`config.mk`:
```
export PLATFORM = sky130hd
export DESIGN_NAME = dpuc_div
export DESIGN_NICKNAME = d
export VERILOG_FILES = /design/src/rtl/core/dpuc_pkg.sv /design/src/rtl/core/dpuc_div.sv
export SDC_FILE = /design/constraint.sdc
export NUM_CORES = 1
export LEC_CHECK = 0
export BUFFER_PORTS_ARGS = -buffer_cell sky130_fd_sc_hd__clkbuf_2
export CORE_ASPECT_RATIO = 1.75
export CORE_MARGIN = 8
export CORE_UTILIZATION = 50
export DETAILED_ROUTE_END_ITERATION = 16
export PLACE_DENSITY_LB_ADDON = 0.05
export SLEW_MARGIN = 20
export SYNTH_ARGS = -nofsm -noshare
export SYNTH_HDL_FRONTEND = slang
export SYNTH_SLANG_ARGS = --single-unit
```
`constraint.sdc`:
```
create_clock -name clk -period 2.89 [get_ports clk]
set_clock_uncertainty 0.2 [all_clocks]
set_input_delay 0.289 -clock clk [delete_from_list [all_inputs] [get_ports clk]]
set_output_delay 0.289 -clock clk [all_outputs]
set_load 0.02 [all_outputs]
```
`src/rtl/core/dpuc_pkg.sv`:
```
package dpuc_pkg;

	typedef enum logic [1:0] {
		REQ_HEADER = 2'd0,
		REQ_PIXEL  = 2'd1,
		REQ_TICK   = 2'd2,
		REQ_NONE   = 2'd3
	} req_t;

	typedef enum logic [2:0] {
		ST_DONE    = 3'd0,
		ST_NODEV   = 3'd1,
		ST_SHORT   = 3'd2,
		ST_ROWS    = 3'd3,
		ST_LENGTH  = 3'd4,
		ST_WIDTH   = 3'd5,
		ST_BLACK   = 3'd6,
		ST_BUSY    = 3'd7
	} status_t;

	typedef enum logic [3:0] {
		S_IDLE,
		S_DIV,
		S_CHECK,
		S_RECV,
		S_COMP_RD,
		S_COMP_WR,
		S_FLUSH,
		S_TICK_RD,
		S_OUT
	} state_t;

	localparam logic [7:0] CMD_ROW_WIN = 8'h75;
	localparam logic [7:0] CMD_COL_WIN = 8'h15;
	localparam logic [7:0] CMD_ZERO    = 8'h00;
	localparam logic [7:0] CMD_RAM_WR  = 8'h5c;
	localparam int         CMD_BYTES   = 6;

endpackage

```
`src/rtl/core/dpuc_div.sv`:
```
// Restoring divider, one quotient bit per cycle
module dpuc_div import dpuc_pkg::*; (
	input  logic        clk,
	input  logic        arst_n,
	input  logic        start,
	input  logic [31:0] dividend,
	input  logic [15:0] divisor,
	output logic        busy,
	output logic [31:0] quotient
);
	logic [5:0]  cnt_q;
	logic [16:0] rem_q;
	logic [31:0] quo_q;
	logic [15:0] dsr_q;
	logic [16:0] trial;

	assign trial = {rem_q[15:0], quo_q[31]} - {1'b0, dsr_q};

	always_ff @(posedge clk or negedge arst_n) begin
		if (!arst_n) begin
			cnt_q <= '0;
		end else if (start) begin
			cnt_q <= 6'd32;
		end else if (cnt_q != '0) begin
			cnt_q <= cnt_q - 6'd1;
		end
	end

	// shift-subtract step
	always_ff @(posedge clk) begin
		if (start) begin
			rem_q <= '0;
			quo_q <= dividend;
			dsr_q <= divisor;
		end else if (cnt_q != '0) begin
			if (!trial[16]) begin
				rem_q <= trial;
				quo_q <= {quo_q[30:0], 1'b1};
			end else begin
				rem_q <= {rem_q[15:0], quo_q[31]};
				quo_q <= {quo_q[30:0], 1'b0};
			end
		end
	end

	assign busy = (cnt_q != '0);
	assign quotient = quo_q;

	a_busy_count: assert property (@(posedge clk) disable iff (!arst_n)
		start |=> busy) else $error("divider did not start");
	a_count_down: assert property (@(posedge clk) disable iff (!arst_n)
		(busy && !start) |=> (cnt_q == $past(cnt_q) - 6'd1))
		else $error("divider count slipped");
	a_idle_hold: assert property (@(posedge clk) disable iff (!arst_n)
		(!busy && !start) |=> !busy) else $error("divider woke up alone");
endmodule

```
==> After elaboration in Yosys (flattened, before gate mapping) <==
Index checks and enable logic that the tools add are counted.
{ "classes": {"reduce_logical": 2, "n_addsub": 2, "mux": 6} }
{ "ops": {"columns": ["op", "n"], "rows": [
  ["32-bit 2-to-1 mux", 2],
  ["17-bit by 16-bit subtractor with 17-bit output", 1],
  ["16-bit 2-to-1 mux", 1],
  ["6-bit 2-to-1 mux", 2],
  ["6-bit nonzero test", 1],
  ["6-bit by 1-bit subtractor with 6-bit output (second input constant)", 1],
  ["2-bit nonzero test", 1],
  ["1-bit 2-to-1 mux", 1]
]} }
{ "word_totals": {"out_inout_bits": 33, "reg_bits": 70} }

==> Longest topological paths before layout <==
Gate-level depths: netlist of the first run.
{ "logic_depth": {"word_depth": 4, "depth_mapped": 10, "mapped_depth_nobuf": 9} }

==> Worst setup path before layout of the first run <==
OpenSTA, ideal clock, no wires.
{ "synth_path": {"path_type": "flip-flop to flip-flop", "start": "register quo_q[31], in the netlist quotient[31]", "end": "register rem_q[7]", "stages_incl_launch_ff": 11, "t_required_ns": 2.557, "setup_slack_ns": 0.118, "synth_period_minus_slack_ns": 2.772, "arrival_time_ns": 2.439, "setup_time_ns": 0.133, "cell_sequence": "edfxtp_1 > inv_1 > ha_1 > fa_1 > and2b_1 > o31ai_2 > a211o_1 > a21o_2 > buf_2 > a41oi_2 > o22ai_1"} }
{ "synth_via": {"elab_chain_len": 2} }
{ "synth_lines": {"columns": ["element", "line_no", "rtl"], "rows": [
  ["from (decl)", "dpuc_div.sv:13", "logic [31:0] quo_q;"],
  ["from (signal assigned)", "dpuc_div.sv:33", "quo_q <= dividend;"],
  ["from (signal assigned)", "dpuc_div.sv:38", "quo_q <= {quo_q[30:0], 1'b1};"],
  ["from (signal assigned)", "dpuc_div.sv:41", "quo_q <= {quo_q[30:0], 1'b0};"],
  ["17-bit by 16-bit subtractor with 17-bit output", "dpuc_div.sv:17", "assign trial = {rem_q[15:0], quo_q[31]} - {1'b0, dsr_q};"],
  ["16-bit 2-to-1 mux", "dpuc_div.sv:36", "if (!trial[16]) begin"],
  ["to (signal assigned)", "dpuc_div.sv:37", "rem_q <= trial;"],
  ["to (signal assigned)", "dpuc_div.sv:40", "rem_q <= {rem_q[15:0], quo_q[31]};"],
  ["to (decl)", "dpuc_div.sv:12", "logic [16:0] rem_q;"]
]} }
No other way between the ends.
A chain may end at the register's enable or synchronous reset.

==> Worst setup path after layout of the first run <==
{ "layout_path": {"start": "register quo_q[31], in the netlist quotient[31]", "end": "register rem_q[8]"} }
Same word-level chain as after synthesis.

==> key figures, run 1 <==
Final layout
  – Antenna diodes: 0
  – Share of layout cells above drive strength 1: 34.27%
  – Final nets: roughly 530
  – Area Overhead vs Synth: 26.74%
  – Layout Cells excl Fill: 554

Global route
  – Largest net degree at the start of global routing: 47
  – GRT Util Overall: 16.96%
  – Initial antenna violation count: 0
  – Number of global-route vias before repair: 3414
  – Total congestion overflow: 0
  – First-pass GRT wire length: 15.44 mm

Timing
  – Crit share post-route: 96.06%
  – Maximum clock frequency: 360.2 MHz
  – Final TNS setup: 0 ns
  – Worst Tran Pin Value: 0.5416 ns
  – Setup Viol. Count Final: 0
  – Relative slew slack: 62.96%
  – Unrepaired setup endpoints after global routing: false
  – Final-report max-slew violation count: 0
  – Hold slack: 0.05511 ns
  – Setup ws final: 0.1140 ns
  – Post-layout min period: 2.776 ns
  – Final hold vios: 0

CTS
  – Worst-skew pair later-pin latency: 0.33 ns
  – CTS clk-pin slew, worst paths: 0.06 ns
  – Clock Tree Root: clkbuf_16
  – Max Buffers Root-to-Sink: 2
  – CTS tree: done
  – CTS H-tree depth: 3
  – Clock sink total: 70
  – CTS Buf Count: 9

Die
  – Cell Rows: 43
  – Die Y: 134.1 µm
  – Core area: ~7900 µm²
  – Die Area: 11200 µm²
  – Starting Density: 50.75%
  – # IOs: 84
  – Chip Width: 83.50 µm

Power
  – NetSw: 0.001637 W
  – VDD IR-drop max: 0.5289 mV
  – PD cells: between 800 and 900 nW/µm²
  – Sw Ratio: 36.06%
  – Int Pwr: 0.002903 W
  – Flop pwr share: 33.3%
  – Clock power share: 25.7%
  – Logic pwr share: 41.0%
  – Pleak: 2.154 nW

Routing
  – Vias: between 3000 and 4000
  – Routed wire per std cell: ~17 µm
  – DRT antenna net count: 0
  – Total wire length: 9.502 mm
  – DR pass1 iterations: 5
  – First DRT Iteration DRCs: 197
  – DR DRC count: 0
  – Via density: 5.711

Placed design
  – Routability cong.: roughly 0.80
  – I/O Buffers: 83
  – Placed instance count: ~520
  – Setup WS pre-CTS: 0.04376 ns
  – Hpwl dp: 7.089 mm

Setup path
  – CP max FO: 8
  – Kind of critical path: flop to flop
  – Req. time, crit path: around 2.9 ns
  – Critical Path AT: 2.80 ns
  – CP startpoint kind: flop
  – R2R cell count: 10
  – CP endpoint kind: flop

Synth
  – Ys async rst share: 8.571%
  – Synth warn: 0
  – Cell taking the most area after synthesis: edfxtp_1
  – Post-synth top area share: between 30% and 40%
  – Mapped cell area: between 3000 and 4000 µm²
  – Syn_nets: 421
  – Unique masters post-synth: 56
  – Number of flops mapped to enable cells by yosys: 48
  – Ys flop type: edfxtp_1
  – FF+latch count, synth: 70
  – Sequential cell area fraction in the yosys report: 47.96%
  – Top area cells in the synthesized netlist: edfxtp_1 (36%), mux2_2 (8.8%), dfxtp_1 (8.0%), ha_1 (5.3%), nor3b_1 (4.1%)
  – Syn Area/Cell: 11.32 µm²
  – Post-Syn Instances: 352

Flow run
  – Max-cap violations: 0

Min path
  – Type of the tightest min-delay check: input port to flop
  – Hold Path Stages: 2

Status
  – Outcome: finished clean
## final timing paths
path / endpoint / from / slack (ns)
max: rem_q[8]$_SDFFE_PP0P_ / quotient[31]$_DFFE_PP_ / 0.11
min: quotient[17]$_DFFE_PP_ / dividend[17] / 0.06
max reg2reg: rem_q[8]$_SDFFE_PP0P_ / quotient[31]$_DFFE_PP_ / 0.11
min reg2reg: rem_q[4]$_SDFFE_PP0P_ / rem_q[4]$_SDFFE_PP0P_ / 0.35
max in group asynchronous: cnt_q[4]$_DFFE_PN0P_ / arst_n / 2.21
min in group asynchronous: cnt_q[3]$_DFFE_PN0P_ / arst_n / 0.12
## synth_stat cells (4+ instances only)
library cell and count:
a211o_1 8, a211oi_1 8, a21o_1 6, a21oi_1 13
a31oi_1 7, buf_1 4, clkbuf_1 8, dfrtp_1 6
dfxtp_1 16, edfxtp_1 48, ha_1 17, inv_1 22
mux2_2 31, nand2_1 12, nand2b_1 8, nand3_1 7
nor2_1 18, nor2b_1 6, nor3_1 9, nor3b_1 22
o21a_1 4, o21ai_0 11, o31ai_1 4, xnor2_1 9
## logic make-up (layout without fill, tap and decap cells)
group / after synthesis / in the layout / share of synthesized area [%]
buffers and inverters: 39 / 151 / 4.206
muxes: 33 / 33 / 9.259
DFF: 70 / 70 / 47.96
xor gates and xnor gates: 11 / 11 / 2.417
AOI/OAI and AO/OA: 81 / 81 / 15.91
adders and majority gates: 18 / 18 / 5.838
and+or+nand+nor: 100 / 100 / 14.41
## worst max-delay path, cell delays in order, from the launching register on
cell and delay [ns]:
edfxtp_1 0.35, inv_1 0.07, ha_2 0.21, fa_2 0.40, and2b_2 0.26, o31ai_4 0.09
a211o_1 0.38, a21oi_2 0.19, nor2_2 0.07, buf_6 0.14, a221o_1 0.31
## stage by stage
stage	util, %	area [µm²]	power (W)
floorplan	-	3986	0.002843
global placement	57.47	4514	0.003288
detailed placement	57.47	4514	0.003315
CTS	63.63	4999	0.004520
global route	64.32	5052	0.004802
finish	64.32	5052	0.004540
## flip-flops by register name, summed over array words and instances, names as in the netlist
name,cells
cnt_q,6
rem_q,16
dsr_q,16
quotient,32
## repair_timing
| action | 4_1_cts | 5_1_grt |
|---|---|---|
| setup endpoints to repair | 0 | 14 |
| buffers inserted | 0 | 2 |
| gates resized for setup | 0 | 10 |
| hold buffers | 17 | 0 |
| endpoints found under the hold margin | 22 | 0 |
## layout make-up
type,count,area [µm²]
Inverter,22,82.58
Tap cell,90,112.6
Sequential cell,70,1912
Multi-Input combinational cell,243,1942
Fill cell,666,2803
Timing Repair Buffer,113,689.4
Clock inverter,6,85.08
Clock buffer,10,229.0
## routing by layer
metal  routed length, µm  GRT usage (%)
met4                 219          9.846
met2                5085          29.74
met3                 446          4.554
met5                   0              0
met1                3750          17.68
## cell usage in the layout, fill, tap and decap left out, types with 10 or more instances in the layout
master and instances:
nand2_1 12, mux2_2 31, dlygate4sd3_1 17, clkbuf_2 82, inv_1 22, edfxtp_1 48
o21ai_0 10, nor3b_1 22, nor2_1 17, buf_4 13, dfxtp_1 16, ha_1 16
a21oi_1 12
## power by group through the flow
| stage | clock network [W] | registers (W) | logic, W |
|---|---|---|---|
| 3_3_place_gp | 0 | 0.00152 | 0.00176 |
| 4_1_cts | 0.00119 | 0.00151 | 0.00182 |
| 5_1_grt | 0.00123 | 0.00154 | 0.00203 |
| 3_5_place_dp | 0 | 0.00152 | 0.00179 |
| 2_1_floorplan | 0 | 0.00163 | 0.00121 |
| 6_report | 0.00117 | 0.00151 | 0.00186 |
(Power assumes the default switching activity.)
==> run 2, diff against run 1 <==
Settings changed: ABC_AREA from default to 1, CAP_MARGIN from default to 25.
==> key figures, run 2 <==
Die
  – Die Y: 137.1 µm (+2.3%)
  – # IOs: 84 (unchanged)
  – Starting Density: 51.11% (+0.36 points)
  – Cell Rows: 44 (+2.3%)
  – Core area: 8203 µm² (+4.4%)
  – Chip Width: 85.22 µm (+2.1%)
  – Die Area: 11690 µm² (+4.4%)

Synth
  – Synth cell count leaders: nand2_1 (228), inv_1 (89), edfxtp_1 (48)
  – Top area cells in the synthesized netlist: edfxtp_1 (34%), nand2_1 (20%), inv_1 (8.0%), dfxtp_1 (7.6%), nand3_1 (5.3%)
  – Sequential cell area fraction in the yosys report: 45.60% (-2.4 points)
  – Mapped cell area: 4193 µm² (+5.2%)
  – FF+latch count, synth: 70 (unchanged)
  – Synth warn: 0 (unchanged)
  – Post-synth top area share: 34.38% (-1.8 points)
  – Ys async rst share: 8.571% (unchanged)
  – Cell taking the most area after synthesis: edfxtp_1
  – Most frequent cell after synthesis: nand2_1
  – Syn_nets: 635 (+51%)
  – Synth Area in Adders: 5.551% (-0.29 points)
  – Number of flops mapped to enable cells by yosys: 48 (unchanged)
  – Post-Syn Instances: 566 (+61%)
  – Synth Area in Simple Gates: 35.33% (+21 points)
  – Syn Area/Cell: 7.408 µm² (-35%)
  – Ys flop type: edfxtp_1
  – Post-Synth XOR/XNOR Area: 1.671% (-0.75 points)
  – Post-synthesis compound-gate area fraction: 2.029% (-14 points)
  – Unique masters post-synth: 34 (-39%)
  – Mux contribution to synthesized area: 0% (-9.3 points)
  – Main combinational cell family by area after synthesis: simple AND/OR/NAND/NOR gates

Setup path
  – Kind of critical path: flop to output pin
  – Critical Path AT: 2.03 ns (-0.77 ns)
  – FF-to-FF End: rem_q[9]$_SDFFE_PP0P_
  – Setup crit start: cnt_q[0]$_DFFE_PN0P_
  – CP max FO: 35 (+27)
  – FF-to-FF setup slack: 0.37 ns (+0.25 ns)
  – Crit path to: busy
  – CP endpoint kind: output pin
  – Req. time, crit path: 2.40 ns (-0.51 ns)
  – CP startpoint kind: flop
  – R2R cell count: 15 (+5)
  – RR Startpoint: quotient[31]$_DFFE_PP_

CTS
  – Clock sink total: 70 (unchanged)
  – CTS Buf Count: 9 (unchanged)
  – CTS tree: done
  – Setup Buffers After CTS: 0 (unchanged)
  – Resized Gates After CTS: 0 (unchanged)
  – Worst-skew pair later-pin latency: 0.33 ns (about the same)
  – Max Buffers Root-to-Sink: 2 (unchanged)
  – Clock Tree Root: clkbuf_16
  – CTS H-tree depth: 3 (unchanged)
  – CTS clk-pin slew, worst paths: 0.05 ns (about the same)

Placed design
  – I/O Buffers: 83 (unchanged)
  – Hpwl dp: 7.814 mm (+10%)
  – Setup WS pre-CTS: 0.4085 ns (+0.3648 ns)
  – Routability cong.: 0.9296 (+17%)

Timing
  – Unrepaired setup endpoints after global routing: false
  – Final hold vios: 0 (unchanged)
  – Setup Viol. Count Final: 0 (unchanged)
  – Final TNS setup: 0 ns (unchanged)
  – Hold slack: 0.02885 ns (-0.02626 ns)
  – Maximum clock frequency: 396.3 MHz (+10%)
  – Setup ws final: 0.3667 ns (+0.2527 ns)
  – Post-layout min period: 2.523 ns (-0.2527 ns)
  – Worst Tran Pin Value: 0.5386 ns (-0.002990 ns)
  – Final-report max-slew violation count: 0 (unchanged)
  – Crit share post-route: 87.31% (-8.7 points)
  – Relative slew slack: 64.09% (+1.1 points)

Global route
  – Largest net degree at the start of global routing: 52 (+11%)
  – GRT Util Overall: 18.33% (+1.4 points)
  – Total congestion overflow: 0 (unchanged)
  – Number of global-route vias before repair: 3749 (+9.8%)
  – First-pass GRT wire length: 16.84 mm (+9.0%)
  – Initial antenna violation count: 0 (unchanged)

Final layout
  – Finished Core Util: 62.45% (-1.9 points)
  – Total area of sequential cells: 1912 µm² (unchanged)
  – Max reg flops: 32 (unchanged)
  – Final nets: 736 (+39%)
  – Most frequent cells in the layout: nand2_1 (228), inv_1 (89), clkbuf_2 (83)
  – Footprint of the multi-input gates: 1869 µm² (-3.7%)
  – Share of layout cells above drive strength 1: 18.15% (-16 points)
  – Fill count: 766 (+15%)
  – Area Overhead vs Synth: 22.17%
  – Antenna diodes: 0 (unchanged)
  – Most common cell after layout, fill and taps aside: nand2_1

Power
  – Int Pwr: 0.002744 W (-5.5%)
  – VDD IR-drop max: 0.5414 mV (+2.4%)
  – PD cells: 929.1 nW/µm² (+3.4%)
  – Sw Ratio: 42.34% (+6.3 points)
  – Flop pwr share: 32.6% (-0.7 points)
  – Clock power share: 20.8% (-4.9 points)
  – Logic pwr share: 46.6% (+5.6 points)
  – Pleak: 2.890 nW (+34%)
  – NetSw: 0.002015 W (+23%)

Routing
  – First DRT Iteration DRCs: 161 (-18%)
  – DR DRC count: 0 (unchanged)
  – DRT antenna net count: 0 (unchanged)
  – Total wire length: 10.12 mm (+6.5%)
  – DR pass1 iterations: 4 (-1)
  – Via density: 4.949 (-13%)
  – Vias: 3781 (+20%)
  – Routed wire per std cell: 13.24 µm (-23%)

Status
  – Outcome: finished clean

Flow run
  – Max-cap violations: 0 (unchanged)

Min path
  – Hold Path Stages: 3 (+1)
  – Type of the tightest min-delay check: input port to flop
run 2: cell count changes after synthesis, sizes merged, moves of 9 or more:
cell / before / now
nand3: 7 / 48
nor2: 18 / 49
nand2: 12 / 237
nor3b: 22 / 0
a211oi: 9 / 0
mux2: 31 / 0
inv: 22 / 90
run 2: area by class of cell:
class,instances,area share (%)
sequential,70,37.32
timing repair buffer,104,12.02
multi-input combinational,391,36.49
inverter,91,6.668
tap,92,2.247
clock inverter,4,0.4397
clock buffer,12,4.812
run 2: stage by stage:
| stage | cells | area (µm²) | power, W |
|---|---|---|---|
| after CTS | 764 | 5122 | 0.004805 |
| after global routing | 764 | 5122 | 0.005179 |
| after floorplan | 566 | 4193 | 0.003222 |
| after global placement | 731 | 4683 | 0.003732 |
| after detailed placement | 731 | 4683 | 0.003767 |
| final | 764 | 5122 | 0.004759 |
run 2: logic make-up after synthesis:
kind of cell / count (synthesis)
buf+inv: 105
compound gates: 14
flops: 70
fa+ha+maj: 18
simple gates: 351
xor+xnor: 8
run 2: worst min path at each step:
| stage | slack [ns] | startpoint | end |
|---|---|---|---|
| global placement | -0.08 | arst_n | cnt_q[4]$_DFFE_PN0P_ |
| detailed placement | -0.08 | arst_n | cnt_q[4]$_DFFE_PN0P_ |
| floorplan | -0.21 | arst_n | cnt_q[0]$_DFFE_PN0P_ |
| finish | 0.03 | dividend[12] | quotient[12]$_DFFE_PP_ |
| CTS | 0.01 | dividend[12] | quotient[12]$_DFFE_PP_ |
| global route | 0.03 | dividend[3] | quotient[3]$_DFFE_PP_ |
run 2: per-layer routing:
metal,GRT usage [%],up-vias,share of wire [%]
met5,0,-,0
met4,10.07,0,3.5
met3,4.931,22,4.8
met2,32.62,98,51
met1,19.02,1706,41
li1,-,1955,-
run 2: critical path, cell delays in order (launching register included):
cell and delay [ns]:
dfrtp_1 0.35, inv_1 0.10, ha_1 0.17, inv_1 0.06, nor3_2 0.19, nand2_1 0.09, nor2_2 0.13, buf_4 0.16
inv_2 0.21, clkbuf_2 0.23
run 2: timing repair:
item                                    4_1_cts  5_1_grt
hold buffers                                 17        0
endpoints found under the setup margin        0        0
endpoints found under the hold margin        22        0
run 2: power by group through the flow:
stage,registers (W),logic [W],clock network [W]
finish,0.00155,0.00222,0.000989
global route,0.00158,0.00255,0.00104
CTS,0.00155,0.00223,0.00102
detailed placement,0.00156,0.00220,0
global placement,0.00156,0.00217,0
floorplan,0.00161,0.00161,0
